<file path="config.mk">
export PLATFORM = sky130hd
export DESIGN_NAME = bis_fifo
export DESIGN_NICKNAME = d
export VERILOG_FILES = /design/src/design/bis_fifo.sv
export SDC_FILE = /design/constraint.sdc
export NUM_CORES = 1
export LEC_CHECK = 0
export BUFFER_PORTS_ARGS = -buffer_cell sky130_fd_sc_hd__buf_4
export CAP_MARGIN = 10
export CORE_UTILIZATION = 45
export CTS_CLUSTER_DIAMETER = 150
export DETAILED_ROUTE_END_ITERATION = 10
export GPL_TIMING_DRIVEN = 0
export PLACE_DENSITY = 0.72
export SLEW_MARGIN = 20
export SYNTH_ARGS = -nofsm -noshare
export SYNTH_HDL_FRONTEND = slang
export SYNTH_SLANG_ARGS = --single-unit
</file>
<file path="constraint.sdc">
create_clock -name clk -period 7 [get_ports clk]
set_input_delay 1.4 -clock clk [delete_from_list [all_inputs] [get_ports clk]]
set_output_delay 1.4 -clock clk [all_outputs]
set_load 0.02 [all_outputs]
</file>
<file path="src/design/bis_fifo.sv">
// ----------------------------------------------------------------------------
// Bilinear scaler job queue
// Small register queue between the front and back ends, head read in place.
// ----------------------------------------------------------------------------
`timescale 1ns / 1ps
`default_nettype none

module bis_fifo #(
	parameter int WIDTH = 64,
	parameter int DEPTH = 4
) (
	input  wire logic             clk,
	input  wire logic             arst_n,
	input  wire logic             push,
	input  wire logic [WIDTH-1:0] push_data,
	input  wire logic             pop,
	output logic      [WIDTH-1:0] head,
	output logic                  full,
	output logic                  empty
);

	localparam int PTR_W = (DEPTH > 1) ? $clog2(DEPTH) : 1;
	localparam int CNT_W = $clog2(DEPTH + 1);

	logic [WIDTH-1:0] mem_q [DEPTH];
	logic [PTR_W-1:0] wr_ptr_q;
	logic [PTR_W-1:0] rd_ptr_q;
	logic [CNT_W-1:0] count_q;

	// Pointers and fill level.
	always_ff @(posedge clk or negedge arst_n) begin
		if (!arst_n) begin
			wr_ptr_q <= '0;
			rd_ptr_q <= '0;
			count_q  <= '0;
		end else begin
			if (push) begin
				wr_ptr_q <= (wr_ptr_q == PTR_W'(DEPTH - 1)) ? '0 : wr_ptr_q + PTR_W'(1);
			end
			if (pop) begin
				rd_ptr_q <= (rd_ptr_q == PTR_W'(DEPTH - 1)) ? '0 : rd_ptr_q + PTR_W'(1);
			end
			if (push && !pop) begin
				count_q <= count_q + CNT_W'(1);
			end else if (pop && !push) begin
				count_q <= count_q - CNT_W'(1);
			end
		end
	end

	// Entry storage.
	always_ff @(posedge clk) begin
		if (push) begin
			mem_q[wr_ptr_q] <= push_data;
		end
	end

	assign head  = mem_q[rd_ptr_q];
	assign full  = (count_q == CNT_W'(DEPTH));
	assign empty = (count_q == '0);

endmodule

`default_nettype wire

</file>
==> reports/metrics.cfg <==
[run_status]
status = finished, final reports clean

[placement]
hpwl_um = 10420
gp_congestion = 0.6866
port_buffers = 133

[critical_path]
rrSetupSlack_ns = 5.22
reg2reg_depth = 4
timing.rr.end = mem_q[2][52]
endpoint_kind = primary output
rr_startpoint = wr_ptr_q[0]
path_class = flop to primary output
cp_max_fo = 10
cp_data_arrival_time_ns = 2.08
start_kind = flop
cp.required_ns = 5.60

[timing]
whs_ns = 0.5108
rsz0062_at_grt = no
slew_headroom_pct = 57.39
worst_slew_pin_slew_ns = 0.6392
setup_tns_ns = 0
fmax_mhz = 287.5
period_minus_slack_ns = 3.479
worst_clock_skew_ns = 0.005025
final-setup-viol-count = 0
slew_violations = 0
hold_viol_final = 0
fin_crit_sh_pct = 49.70

[route]
dr.pass1.iters = 4
wl_per_cell_um = 20.16
wirelength_um = 16780
drc = 0
drt_iter0_drc = 186
vias_per_cell = 5.160
ant_nets = 0
vias = 4293

[clocking]
max-clock-path-buffers = 3
cts_root_buffer = clkbuf_16
postCtsHoldBufs = 0
cts_num_sinks = 263
htree_num_levels = 1
numCtsBuffers = 27
cts_tree = done
cts_setup_buffers = 0
clk_latency_ns = 0.51
cts_resized = 0
clk_pin_slew_worst_paths_ns = 0.06

[cells_and_area]
syn2layout_area_growth_pct = 23.45
finalNetCount = 612
fillCellCount = 1555
antenna_cells = 0
fin_util_pct = 56.65
drive_gt1_share_pct = 45.96

[power_and_ir_drop]
p_leak_nw = 4.103
powerDensity_mw_per_mm2 = 425.6
ir_drop_v = 0.0002800

[logic_synthesis]
synth-seq-cells = 263
syn_inst = 371
syn_area_per_cell_um2 = 26.00
syn_nets = 446
yosysWarnings = 0
ys_seq_area_share_pct = 81.52
synth_area_mm2 = 0.009646
yosys.cell_types.count = 19

[global_route]
grtUsageTotal_pct = 15.82
grt_max_degree = 41
overflow = 0
grt_pass1_wl_um = 26190
grt_pass1_vias = 4818
antenna_found_initial = 0

[floorplanning]
dieArea_mm2 = 0.02202
initial_core_util_pct = 45.88
die_w_um = 148.4
std_cell_rows = 53
die_h_um = 148.4
io-pin-count = 134
coreArea_mm2 = 0.02102

[min_path]
holdPathEnd = count_q[2]
min_path_cells = 1
hold_class = flop to flop
holdCritStartpoint = count_q[2]

[flow_run]
drv_cap = 0

-- cells in the mapped netlist --
library cell	number	share of area, %
mux2_2	3	0.35
xor2_1	2	0.18
buf_6	5	0.58
nor3_1	1	0.052
mux4_2	64	15
dfrtp_1	7	1.8
buf_4	2	0.16
nor2_1	3	0.12
fa_1	1	0.21
clkbuf_1	1	0.039
and2_1	4	0.26
o21ai_0	2	0.10
nor3b_1	1	0.078
edfxtp_1	256	80
buf_2	6	0.31
xnor2_1	1	0.091
inv_1	4	0.16
ha_1	6	0.78
nand2_1	2	0.078
-- kinds of logic after synthesis --
logic type                 synth area share, %
AOI/OAI and AO/OA                       0.1038
xor gates and xnor gates                0.2725
adders and majority gates               0.9858
buffers and inverters                    1.245
DFF                                      81.52
muxes                                    15.29
and+or+nand+nor                         0.5837
-- registers in the layout, summed over array words and instances, names as in the netlist --
signal    count
mem_q       256
wr_ptr_q      2
rd_ptr_q      2
count_q       3
-- critical path: stages, from the launching register on --
cell     delay, ns
dfrtp_1       0.42
buf_6         0.22
buf_6         0.21
mux4_2        0.54
buf_4         0.18
-- power breakdown --
group | internal, mW | switching, mW | total [mW]
logic | 0.794 | 0.901 | 1.70
clock network | 0.746 | 0.540 | 1.29
registers | 2.02 | 0.0672 | 2.09
-- metal layers --
metal	track usage [%]	up-vias	wire length (um)
met5	0	-	0
met4	4.021	0	307
met3	3.190	28	892
met2	27.54	123	8702
met1	20.40	2221	6876
li1	-	1921	-
-- worst max-delay path by stage --
stage / start / end / slack, ns / cells after the start
6_report: rd_ptr_q[0] / head[35] / 3.52 / 4
5_1_grt: rd_ptr_q[0] / head[21] / 3.39 / 4
4_1_cts: rd_ptr_q[0] / head[35] / 3.44 / 4
3_5_place_dp: rd_ptr_q[0] / head[35] / 4.00 / 4
3_3_place_gp: push / mem_q[2][29] / 2.37 / 2
2_1_floorplan: push / mem_q[0][0] / 3.66 / 1
-- layout make-up --
cell class,count,area [um^2],share of cell area (%)
inverter,4,15.01,0.1261
sequential,263,7863,66.03
tap,275,344.1,2.890
clock inverter,13,90.09,0.7565
timing repair buffer,137,1109,9.310
clock buffer,36,709.4,5.958
buffer,14,105.1,0.8826
multi-input combinational,90,1673,14.05
-- layout by cell type (no fill, tap or decap), types with 2 or more instances in the layout --
cell type and count:
edfxtp_1 256, buf_4 135, dfrtp_1 7, xor2_1 2, mux4_2 64, nor2_1 3, clkinv_2 5, clkinv_1 5
buf_2 6, ha_1 6, buf_16 4, mux2_2 3, and2_4 4, buf_6 5, inv_1 4, clkbuf_1 10
o21ai_0 2, clkbuf_16 27, nand2_1 2
-- per-stage QoR --
stage / total power [mW] / instance area (um^2) / setup WS (ns) / instances
4_1_cts: 5.154 / 11910 / 3.442 / 832
6_report: 5.067 / 11910 / 3.521 / 832
5_1_grt: 5.304 / 11910 / 3.388 / 832
3_3_place_gp: 3.808 / 10990 / 2.371 / 779
3_5_place_dp: 3.859 / 11110 / 4.000 / 783
2_1_floorplan: 3.192 / 9646 / 3.665 / 371
No activity file was read; power rests on OpenSTA's default activity.
