### config.mk
export PLATFORM = sky130hd
export DESIGN_NAME = bis_front_flat
export DESIGN_NICKNAME = d
export VERILOG_FILES = /design/src/design/bis_pkg.sv /design/src/design/bis_if.sv /design/src/design/bis_div.sv /design/src/design/bis_front.sv /design/src/flat_wrapper.sv
export SDC_FILE = /design/constraint.sdc
export NUM_CORES = 2
export LEC_CHECK = 0
export BUFFER_PORTS_ARGS = -buffer_cell sky130_fd_sc_hd__buf_2
export CAP_MARGIN = 25
export CELL_PAD_IN_SITES_DETAIL_PLACEMENT = 0
export CELL_PAD_IN_SITES_GLOBAL_PLACEMENT = 1
export CORE_ASPECT_RATIO = 1.5
export CORE_MARGIN = 3
export CORE_UTILIZATION = 53
export DETAILED_ROUTE_END_ITERATION = 6
export PLACE_DENSITY_LB_ADDON = 0.1
export SETUP_SLACK_MARGIN = 0.05
export SLEW_MARGIN = 20
export SYNTH_ARGS = -nofsm -noshare
export SYNTH_HDL_FRONTEND = slang
export SYNTH_SLANG_ARGS = --single-unit
### constraint.sdc
create_clock -name clk -period 12 [get_ports clk]
set_input_delay 2.4 -clock clk [delete_from_list [all_inputs] [get_ports clk]]
set_output_delay 2.4 -clock clk [all_outputs]
set_load 0.02 [all_outputs]
### src/design/bis_pkg.sv
// ----------------------------------------------------------------------------
// Bilinear scaler package
// Shared widths, command and register codes, state types and the pixel word.
// ----------------------------------------------------------------------------
`timescale 1ns / 1ps
`default_nettype none

package bis_pkg;

	// Field widths of the channels and the configuration port.
	localparam int SAMPLE_W    = 16;
	localparam int SRC_DIM_W   = 10;
	localparam int DST_DIM_W   = 13;
	localparam int COUNT_W     = 12;
	localparam int CFG_INDEX_W = 2;
	localparam int CFG_DATA_W  = 13;

	// Defaults for the top-level parameters.
	localparam int DEF_MAX_WIDTH           = 512;
	localparam int DEF_MAX_HEIGHT          = 512;
	localparam int DEF_COORD_FRACTION_BITS = 16;

	// Register reset value and the destination size limit.
	localparam int DIM_RESET  = 512;
	localparam int DEST_LIMIT = 4096;

	// Depth of the queue between the front and back ends.
	localparam int QUEUE_DEPTH = 4;

	// Command codes.
	localparam logic CMD_LOAD    = 1'b0;
	localparam logic CMD_PRODUCE = 1'b1;

	// Configuration register indexes.
	typedef enum logic [CFG_INDEX_W-1:0] {
		REG_SOURCE_WIDTH  = 2'd0,
		REG_SOURCE_HEIGHT = 2'd1,
		REG_DEST_WIDTH    = 2'd2,
		REG_DEST_HEIGHT   = 2'd3
	} cfg_reg_t;

	// One source pixel as held in the frame store.
	typedef struct packed {
		logic [SAMPLE_W-1:0] red;
		logic [SAMPLE_W-1:0] green;
		logic [SAMPLE_W-1:0] blue;
	} rgb_t;

	localparam int RGB_W = $bits(rgb_t);

	// Front end sequencer states.
	typedef enum logic [2:0] {
		F_IDLE,
		F_MUL,
		F_START,
		F_DIV,
		F_POS,
		F_ADDR,
		F_PUSH
	} f_state_t;

	// Back end sequencer states.
	typedef enum logic [3:0] {
		B_IDLE,
		B_RD0,
		B_RD1,
		B_RD2,
		B_RD3,
		B_MUL0,
		B_MUL1,
		B_MUL2,
		B_OUT
	} b_state_t;

endpackage

`default_nettype wire

### src/design/bis_if.sv
// ----------------------------------------------------------------------------
// Bilinear scaler channel interfaces
// Command channel into the block and result channel out of it.
// ----------------------------------------------------------------------------
`timescale 1ns / 1ps
`default_nettype none

interface bis_cmd_if;
	import bis_pkg::*;

	logic                valid;
	logic                ready;
	logic                command;
	logic [SAMPLE_W-1:0] red_in;
	logic [SAMPLE_W-1:0] green_in;
	logic [SAMPLE_W-1:0] blue_in;

	modport source (output valid, command, red_in, green_in, blue_in, input ready);
	modport sink   (input valid, command, red_in, green_in, blue_in, output ready);
endinterface


`default_nettype wire

### src/design/bis_div.sv
// ----------------------------------------------------------------------------
// Bilinear scaler coordinate divider
// Restoring divider that retires one quotient bit per cycle.
// ----------------------------------------------------------------------------
`timescale 1ns / 1ps
`default_nettype none

module bis_div #(
	parameter int NW = 38,
	parameter int DW = 12
) (
	input  wire logic          clk,
	input  wire logic          arst_n,
	input  wire logic          start,
	input  wire logic [NW-1:0] dividend,
	input  wire logic [DW-1:0] divisor,
	output logic               busy,
	output logic      [NW-1:0] quotient
);

	localparam int CNT_W = $clog2(NW + 1);

	logic [CNT_W-1:0] cnt_q;
	logic             busy_q;
	logic [DW-1:0]    rem_q;
	logic [NW-1:0]    quo_q;
	logic [DW:0]      rem_sh;
	logic             fits;

	// Shift the next dividend bit into the partial remainder and try a subtract.
	assign rem_sh = {rem_q, quo_q[NW-1]};
	assign fits   = (rem_sh >= {1'b0, divisor});

	// Iteration count and busy flag.
	always_ff @(posedge clk or negedge arst_n) begin
		if (!arst_n) begin
			cnt_q  <= '0;
			busy_q <= 1'b0;
		end else if (start) begin
			cnt_q  <= CNT_W'(NW);
			busy_q <= 1'b1;
		end else if (busy_q) begin
			cnt_q <= cnt_q - CNT_W'(1);
			if (cnt_q == CNT_W'(1)) begin
				busy_q <= 1'b0;
			end
		end
	end

	// Remainder and quotient shift register.
	always_ff @(posedge clk) begin
		if (start) begin
			rem_q <= '0;
			quo_q <= dividend;
		end else if (busy_q) begin
			if (fits) begin
				rem_q <= DW'(rem_sh - {1'b0, divisor});
			end else begin
				rem_q <= rem_sh[DW-1:0];
			end
			quo_q <= {quo_q[NW-2:0], fits};
		end
	end

	assign busy     = busy_q;
	assign quotient = quo_q;

endmodule

`default_nettype wire

### src/design/bis_front.sv
// ----------------------------------------------------------------------------
// Bilinear scaler front end
// Holds configuration and counters, takes commands and turns each into a job:
// a store write for a load, a window address and fractions for a produce.
// ----------------------------------------------------------------------------
`timescale 1ns / 1ps
`default_nettype none

module bis_front #(
	parameter int MAX_WIDTH  = 512,
	parameter int MAX_HEIGHT = 512,
	parameter int FRAC       = 16,
	parameter int AW         = 18,
	parameter int EW         = 150
) (
	input  wire logic                           clk,
	input  wire logic                           arst_n,
	bis_cmd_if.sink                             cmd,
	input  wire logic                           cfg_we,
	input  wire logic [bis_pkg::CFG_INDEX_W-1:0] cfg_index,
	input  wire logic [bis_pkg::CFG_DATA_W-1:0]  cfg_data,
	output logic                                push,
	output logic      [EW-1:0]                  push_entry,
	input  wire logic                           full
);

	import bis_pkg::*;

	localparam int SRC_MAX = (1 << SRC_DIM_W) - 1;
	localparam int SW_HI   = (MAX_WIDTH > SRC_MAX) ? SRC_MAX : MAX_WIDTH;
	localparam int SH_HI   = (MAX_HEIGHT > SRC_MAX) ? SRC_MAX : MAX_HEIGHT;
	localparam int FS_W    = 2 * SRC_DIM_W;
	localparam int LW      = (AW + 1 > FS_W) ? AW + 1 : FS_W;
	localparam int MW      = COUNT_W + SRC_DIM_W;
	localparam int NW      = MW + FRAC;
	localparam int CW      = SRC_DIM_W + FRAC;
	localparam int PW      = (AW > FS_W + 1) ? AW : FS_W + 1;

	// Configuration registers; the source sizes keep only their low SRC_DIM_W bits.
	logic [SRC_DIM_W-1:0] src_w_q;
	logic [SRC_DIM_W-1:0] src_h_q;
	logic [DST_DIM_W-1:0] dst_w_q;
	logic [DST_DIM_W-1:0] dst_h_q;
	logic [FS_W-1:0]      frame_size;

	// Counters.
	logic [AW-1:0]      load_ptr_q;
	logic [COUNT_W-1:0] col_q;
	logic [COUNT_W-1:0] row_q;

	f_state_t state_q;
	f_state_t state_d;

	// Clamped sizes.
	logic [SRC_DIM_W-1:0] sw_c;
	logic [SRC_DIM_W-1:0] sh_c;
	logic [DST_DIM_W-1:0] dw_c;
	logic [DST_DIM_W-1:0] dh_c;

	// Current output position.
	logic [COUNT_W-1:0] col_c;
	logic [COUNT_W-1:0] row_c;
	logic               row_end;
	logic               last;

	logic          accept;
	logic          is_load;
	logic [AW:0]   lp_inc;
	logic          lp_wrap;
	rgb_t          pixel;

	// Held produce job.
	logic [COUNT_W-1:0]   p_col_q;
	logic [COUNT_W-1:0]   p_row_q;
	logic [SRC_DIM_W-1:0] p_sw_q;
	logic [SRC_DIM_W-1:0] p_sh_q;
	logic [DST_DIM_W-1:0] p_dw_q;
	logic [DST_DIM_W-1:0] p_dh_q;
	logic                 p_last_q;
	logic [MW-1:0]        nx_q;
	logic [MW-1:0]        ny_q;
	logic [SRC_DIM_W-1:0] x0_q;
	logic [SRC_DIM_W-1:0] y0_q;
	logic [FRAC:0]        fx_q;
	logic [FRAC:0]        fy_q;
	logic [AW-1:0]        a00_q;

	// Divider connections.
	logic                 div_start;
	logic                 busy_x;
	logic                 busy_y;
	logic [NW-1:0]        quo_x;
	logic [NW-1:0]        quo_y;
	logic [DST_DIM_W-1:0] dwm1;
	logic [DST_DIM_W-1:0] dhm1;

	// Window position.
	logic [CW-1:0]        coord_x;
	logic [CW-1:0]        coord_y;
	logic [SRC_DIM_W-1:0] x0_raw;
	logic [SRC_DIM_W-1:0] y0_raw;
	logic [SRC_DIM_W-1:0] x0_c;
	logic [SRC_DIM_W-1:0] y0_c;
	logic [CW:0]          fx_w;
	logic [CW:0]          fy_w;
	logic [PW-1:0]        a00_w;

	// Clamp the configured sizes into their legal ranges.
	always_comb begin
		sw_c = (src_w_q < SRC_DIM_W'(2)) ? SRC_DIM_W'(2) :
		       (src_w_q > SRC_DIM_W'(SW_HI)) ? SRC_DIM_W'(SW_HI) : src_w_q;
		sh_c = (src_h_q < SRC_DIM_W'(2)) ? SRC_DIM_W'(2) :
		       (src_h_q > SRC_DIM_W'(SH_HI)) ? SRC_DIM_W'(SH_HI) : src_h_q;
		dw_c = (dst_w_q == '0) ? DST_DIM_W'(1) :
		       (dst_w_q > DST_DIM_W'(DEST_LIMIT)) ? DST_DIM_W'(DEST_LIMIT) : dst_w_q;
		dh_c = (dst_h_q == '0) ? DST_DIM_W'(1) :
		       (dst_h_q > DST_DIM_W'(DEST_LIMIT)) ? DST_DIM_W'(DEST_LIMIT) : dst_h_q;
	end

	// Position of the next output pixel, pulled inside a shrunken frame.
	always_comb begin
		col_c   = ({1'b0, col_q} < dw_c) ? col_q : COUNT_W'(dw_c - DST_DIM_W'(1));
		row_c   = ({1'b0, row_q} < dh_c) ? row_q : COUNT_W'(dh_c - DST_DIM_W'(1));
		row_end = ({1'b0, col_c} == dw_c - DST_DIM_W'(1));
		last    = row_end && ({1'b0, row_c} == dh_c - DST_DIM_W'(1));
	end

	// Source frame size for the load pointer wrap, following the registers at once.
	assign frame_size = FS_W'(sw_c) * FS_W'(sh_c);

	assign accept  = cmd.valid && cmd.ready;
	assign is_load = (cmd.command == CMD_LOAD);
	assign lp_inc  = {1'b0, load_ptr_q} + (AW + 1)'(1);
	assign lp_wrap = (LW'(lp_inc) >= LW'(frame_size));
	assign pixel   = '{red: cmd.red_in, green: cmd.green_in, blue: cmd.blue_in};

	// Configuration writes.
	always_ff @(posedge clk or negedge arst_n) begin
		if (!arst_n) begin
			src_w_q <= SRC_DIM_W'(DIM_RESET);
			src_h_q <= SRC_DIM_W'(DIM_RESET);
			dst_w_q <= DST_DIM_W'(DIM_RESET);
			dst_h_q <= DST_DIM_W'(DIM_RESET);
		end else if (cfg_we) begin
			unique case (cfg_reg_t'(cfg_index))
				REG_SOURCE_WIDTH:  src_w_q <= cfg_data[SRC_DIM_W-1:0];
				REG_SOURCE_HEIGHT: src_h_q <= cfg_data[SRC_DIM_W-1:0];
				REG_DEST_WIDTH:    dst_w_q <= cfg_data;
				REG_DEST_HEIGHT:   dst_h_q <= cfg_data;
			endcase
		end
	end

	// Load pointer and output position counters.
	always_ff @(posedge clk or negedge arst_n) begin
		if (!arst_n) begin
			load_ptr_q <= '0;
			col_q      <= '0;
			row_q      <= '0;
		end else if (accept) begin
			if (is_load) begin
				load_ptr_q <= lp_wrap ? '0 : lp_inc[AW-1:0];
			end else if (row_end) begin
				col_q <= '0;
				row_q <= last ? '0 : row_c + COUNT_W'(1);
			end else begin
				col_q <= col_c + COUNT_W'(1);
				row_q <= row_c;
			end
		end
	end

	// Sequencer state.
	always_ff @(posedge clk or negedge arst_n) begin
		if (!arst_n) begin
			state_q <= F_IDLE;
		end else begin
			state_q <= state_d;
		end
	end

	// Next state.
	always_comb begin
		state_d = state_q;
		unique case (state_q)
			F_IDLE:  if (accept && !is_load) state_d = F_MUL;
			F_MUL:   state_d = F_START;
			F_START: state_d = F_DIV;
			F_DIV:   if (!busy_x && !busy_y) state_d = F_POS;
			F_POS:   state_d = F_ADDR;
			F_ADDR:  state_d = F_PUSH;
			F_PUSH:  if (!full) state_d = F_IDLE;
			default: state_d = F_IDLE;
		endcase
	end

	// Sequencer outputs.
	always_comb begin
		cmd.ready = 1'b0;
		push      = 1'b0;
		div_start = 1'b0;
		unique case (state_q)
			F_IDLE: begin
				cmd.ready = !full;
				push      = accept && is_load;
			end
			F_START: div_start = 1'b1;
			F_PUSH:  push = !full;
			default: ;
		endcase
	end

	// Queue word: kind, last flag, source width, address, pixel, fractions.
	always_comb begin
		if (state_q == F_PUSH) begin
			push_entry = {CMD_PRODUCE, p_last_q, p_sw_q, a00_q, RGB_W'(0), fx_q, fy_q};
		end else begin
			push_entry = {CMD_LOAD, 1'b0, SRC_DIM_W'(0), load_ptr_q, pixel,
			              (FRAC + 1)'(0), (FRAC + 1)'(0)};
		end
	end

	// Divider operands.
	assign dwm1 = p_dw_q - DST_DIM_W'(1);
	assign dhm1 = p_dh_q - DST_DIM_W'(1);

	bis_div #(.NW(NW), .DW(COUNT_W)) u_div_x (
		.clk      (clk),
		.arst_n   (arst_n),
		.start    (div_start),
		.dividend ({nx_q, FRAC'(0)}),
		.divisor  (dwm1[COUNT_W-1:0]),
		.busy     (busy_x),
		.quotient (quo_x)
	);

	bis_div #(.NW(NW), .DW(COUNT_W)) u_div_y (
		.clk      (clk),
		.arst_n   (arst_n),
		.start    (div_start),
		.dividend ({ny_q, FRAC'(0)}),
		.divisor  (dhm1[COUNT_W-1:0]),
		.busy     (busy_y),
		.quotient (quo_y)
	);

	// Integer index and fraction on each axis; the last index is pulled back.
	always_comb begin
		coord_x = (p_dw_q == DST_DIM_W'(1)) ? '0 : quo_x[CW-1:0];
		coord_y = (p_dh_q == DST_DIM_W'(1)) ? '0 : quo_y[CW-1:0];
		x0_raw  = coord_x[CW-1:FRAC];
		y0_raw  = coord_y[CW-1:FRAC];
		x0_c    = (x0_raw >= p_sw_q - SRC_DIM_W'(1)) ? p_sw_q - SRC_DIM_W'(2) : x0_raw;
		y0_c    = (y0_raw >= p_sh_q - SRC_DIM_W'(1)) ? p_sh_q - SRC_DIM_W'(2) : y0_raw;
		fx_w    = {1'b0, coord_x} - {1'b0, x0_c, FRAC'(0)};
		fy_w    = {1'b0, coord_y} - {1'b0, y0_c, FRAC'(0)};
		a00_w   = PW'(y0_q) * PW'(p_sw_q) + PW'(x0_q);
	end

	// Produce job datapath.
	always_ff @(posedge clk) begin
		if (state_q == F_IDLE && accept && !is_load) begin
			p_col_q  <= col_c;
			p_row_q  <= row_c;
			p_sw_q   <= sw_c;
			p_sh_q   <= sh_c;
			p_dw_q   <= dw_c;
			p_dh_q   <= dh_c;
			p_last_q <= last;
		end
		if (state_q == F_MUL) begin
			nx_q <= MW'(p_col_q) * MW'(p_sw_q - SRC_DIM_W'(1));
			ny_q <= MW'(p_row_q) * MW'(p_sh_q - SRC_DIM_W'(1));
		end
		if (state_q == F_POS) begin
			x0_q <= x0_c;
			y0_q <= y0_c;
			fx_q <= fx_w[FRAC:0];
			fy_q <= fy_w[FRAC:0];
		end
		if (state_q == F_ADDR) begin
			a00_q <= a00_w[AW-1:0];
		end
	end

endmodule

`default_nettype wire

### src/flat_wrapper.sv
// flat-port wrapper written by rule: the top's interface ports become plain ports
module bis_front_flat import bis_pkg::*;
#(
	parameter int MAX_WIDTH  = 512,
	parameter int MAX_HEIGHT = 512,
	parameter int FRAC       = 16,
	parameter int AW         = 18,
	parameter int EW         = 150
)
  (clk, arst_n, cfg_we, cfg_index, cfg_data, push, push_entry, full, cmd_valid, cmd_command, cmd_red_in, cmd_green_in, cmd_blue_in, cmd_ready);
  bis_cmd_if cmd_i ();
  input  wire logic clk;
  input  wire logic arst_n;
  input  wire logic cfg_we;
  input  wire logic [bis_pkg::CFG_INDEX_W-1:0] cfg_index;
  input  wire logic [bis_pkg::CFG_DATA_W-1:0] cfg_data;
  output logic push;
  output logic      [EW-1:0] push_entry;
  input  wire logic full;
  input wire logic [$bits(cmd_i.valid)-1:0] cmd_valid;
  input wire logic [$bits(cmd_i.command)-1:0] cmd_command;
  input wire logic [$bits(cmd_i.red_in)-1:0] cmd_red_in;
  input wire logic [$bits(cmd_i.green_in)-1:0] cmd_green_in;
  input wire logic [$bits(cmd_i.blue_in)-1:0] cmd_blue_in;
  output wire logic [$bits(cmd_i.ready)-1:0] cmd_ready;
  assign cmd_i.valid = cmd_valid;
  assign cmd_i.command = cmd_command;
  assign cmd_i.red_in = cmd_red_in;
  assign cmd_i.green_in = cmd_green_in;
  assign cmd_i.blue_in = cmd_blue_in;
  assign cmd_ready = cmd_i.ready;
  bis_front #(.MAX_WIDTH(MAX_WIDTH), .MAX_HEIGHT(MAX_HEIGHT), .FRAC(FRAC), .AW(AW), .EW(EW)) u_core (.clk(clk), .arst_n(arst_n), .cmd(cmd_i), .cfg_we(cfg_we), .cfg_index(cfg_index), .cfg_data(cfg_data), .push(push), .push_entry(push_entry), .full(full));
endmodule
==> key figures <==
Worst setup path
  • CP Class: reg -> reg
  • Critical path arrival: 8.74 ns
  • Startpoint types: register
  • Critical Path RT: 12.52 ns
  • Worst path max stage delay: 0.56 ns
  • Worst Setup End Kind: register
  • Critical path's slowest cell: fa_1
  • CP max FO: 13
  • CP dominant cell by count: inv_1
  • Worst Path Buf+Inv: 7
  • Crit-path leading delay family: adder cells

Run status
  • Outcome: complete, no violations

Final layout
  • Diodes inserted: 0
  • Multi-input gate area: 24900 um^2
  • Commonest cells after routing, fill and taps aside: nand2_1, inv_1, fa_1
  • Area Growth Syn to Fin: 7.42%
  • Post-Layout Cell Count: 5164
  • Cell area after layout: 41500 um^2
  • Fill count: 6569
  • Commonest non-fill, non-tap cell in the layout: nand2_1
  • Register area: 10700 um^2
  • Layout cell share with drive strength beyond 1: 0.0960
  • Fin nets: 4953

Logic synthesis
  • Post-synth EDFFs: 231
  • Synth unique cells: 94
  • Synth warn: 0
  • #FFs+latches synth: 392
  • Post-synthesis async set-or-reset flop share: 0.268
  • Sequential share of the synthesized area: 0.277
  • Avg Cell Area, Syn: 9.31 um^2
  • Synth Cell Area: 38600 um^2
  • Mapped Cells: 4148
  • Most used DFF post-synth: edfxtp_1

Floorplanning
  • Die Height: 337 um
  • I/O pin count: 221
  • Die width: 226 um
  • Core Area: 71800 um^2
  • Die Area: 76200 um^2
  • Rows: 120
  • Initial Util: 0.538

GRT
  • Vias in the first global route: 29100
  • First-pass GRT wire length: 156000 um
  • Largest net degree at the start of global routing: 85
  • GRT Total Usage: 0.260
  • Global route overflow: 0
  • Initial antenna violation count: 0

Power and ir drop
  • Pleak: 0.0198 uW
  • Switching part of the total: 0.390
  • Internal: 3520 uW
  • Reg power frac: 0.348
  • VDD IR-drop max: 132 uV
  • Switching power total: 2250 uW
  • Power Density: 139 nW/um^2
  • Clock power frac: 0.230
  • Logic pwr share: 0.422

STA
  • Slew HR: 0.325
  • Slack of the critical path: 3.78 ns
  • Fin crit period: 8.22 ns
  • Setup TNS: 0 ns
  • Final Hold Fails: 0
  • Final setup violation count: 0
  • RSZ-0062 raised after global routing: no
  • Worst Hold Slack: 0.503 ns
  • Clock skew after layout: 0.0169 ns
  • Pin slew with the least headroom to its limit: 1.00 ns
  • Fin. max-slew vios: 0
  • Final worst-path cycle share: 0.685
  • Max Clk Rate: 0.122 GHz

Detailed routing
  • Initial DRT Pass Iterations: 5
  • DRT iter0 DRCs: 1758
  • Drt drc: 0
  • Routed wire length: 97900 um
  • WL/cell: 19.0 um
  • DR vias/cell: 5.54
  • DRT antenna net count: 0
  • Via count: 28600

Place
  • Pre-CTS WS: 3.45 ns
  • GPL Wtd Cong: 0.899
  • HPWL Detailed: 75700 um
  • # placed instances: 5088
  • Placed cell areas: 40100 um^2
  • IO buf count: 182

Clock tree
  • H-tree depth: 2
  • CTS tree: built
  • Post-CTS Resized: 0
  • Root Buffer: clkbuf_16
  • Post-CTS Setup Inserts: 0
  • Cts-stage hold buffer count: 0
  • CTS Buf Count: 41
  • CTS sink count: 392
  • Clock latency at the later pin of the worst-skew pair: 0.60 ns
  • Clock Path Buffers: 3
  • Clock Pin Slew Worst Setup and Hold Paths: 0.07 ns

Run
  • Max cap viols: 0

Min path
  • Hold WC Path Type: reg -> reg
==> layer usage <==
layer / global-route usage / routed length [um] / up-vias / share of wire
met2: 0.495 / 53200 / 615 / 0.54
met3: 0.0232 / 3390 / 155 / 0.035
met5: 0 / 0 / - / 0
li1: - / - / 13600 / -
met1: 0.302 / 37700 / 14200 / 0.39
met4: 0.0920 / 3660 / 0 / 0.037
==> metrics by stage <==
| stage | total power (uW) | util |
|---|---|---|
| 2_1_floorplan | 3840 | - |
| 3_3_place_gp | 4410 | 0.558 |
| 3_5_place_dp | 4450 | 0.559 |
| 4_1_cts | 5810 | 0.578 |
| 5_1_grt | 6190 | 0.578 |
| 6_report | 5770 | 0.578 |
==> registers in the layout, indices dropped and copies added (netlist names), 13 cells and up <==
name,count
u_core.ny_q,22
u_core.fy_q,17
u_core.fx_q,17
u_core.dst_h_q,13
u_core.p_dw_q,13
u_core.u_div_y.quotient,38
u_core.load_ptr_q,18
u_core.nx_q,22
u_core.dst_w_q,13
u_core.p_dh_q,13
u_core.a00_q,18
u_core.u_div_x.quotient,38
==> layout make-up <==
class,count,share of cell area
clock inverter,28,0.00691
clock buffer,47,0.0258
timing repair buffer,227,0.0305
tap,915,0.0276
sequential,392,0.258
multi-input combinational,2996,0.601
inverter,559,0.0506
==> final timing paths <==
kind                       slack (ns)                      end  depth (start not counted)               startpoint
hold reg to reg                  0.50  u_core.u_div_y.rem_q[2]                          2  u_core.u_div_y.rem_q[2]
hold / removal                   0.50  u_core.u_div_y.rem_q[2]                          2  u_core.u_div_y.rem_q[2]
setup / recovery                 3.78     u_core.load_ptr_q[5]                         32        u_core.src_w_q[8]
min in group asynchronous        1.90    u_core.load_ptr_q[15]                          1                   arst_n
setup reg to reg                 3.78     u_core.load_ptr_q[5]                         32        u_core.src_w_q[8]
max in group asynchronous        8.75      u_core.u_div_y.busy                          2                   arst_n
==> power by group through the flow <==
| stage | combinational [uW] | sequential [uW] | clock [uW] |
|---|---|---|---|
| detailed placement | 2420 | 2030 | 0 |
| global placement | 2380 | 2020 | 0 |
| finish | 2430 | 2010 | 1330 |
| floorplan | 1910 | 1930 | 0 |
| CTS | 2440 | 2000 | 1370 |
| global route | 2740 | 2040 | 1410 |
==> cell families after synthesis <==
family | synth area share
XOR/XNOR | 0.0469
multiplexers | 0.0330
flip-flops | 0.277
AND/OR/NAND/NOR | 0.190
other | 0.0000971
adder cells (fa/ha/maj) | 0.290
AO/OA/AOI/OAI | 0.0810
buffers and inverters | 0.0823
==> synthesized netlist by cell type (66+ instances only) <==
| cell type | n | area share |
|---|---|---|
| a21oi_1 | 102 | 0.013 |
| and2_1 | 240 | 0.039 |
| clkbuf_1 | 174 | 0.017 |
| dfrtp_1 | 101 | 0.065 |
| edfxtp_1 | 231 | 0.18 |
| fa_1 | 381 | 0.20 |
| ha_1 | 286 | 0.093 |
| inv_1 | 554 | 0.054 |
| nand2_1 | 609 | 0.059 |
| nand3_1 | 103 | 0.013 |
| nor2_1 | 198 | 0.019 |
| nor3_1 | 66 | 0.0086 |
| o21ai_0 | 111 | 0.014 |
| xnor2_1 | 132 | 0.030 |
| xor2_1 | 72 | 0.016 |
==> worst register-to-register path, delay by kind of cell (launching register included) <==
kind	cells	cell delay, ns
adder cells (fa/ha/maj)	7	3.07
AO/OA/AOI/OAI	10	2.18
AND/OR/NAND/NOR	7	1.67
buffers and inverters	7	0.67
flip-flops	1	0.40
XOR/XNOR	1	0.16
Note: power is estimated with default switching activity, not from simulation.
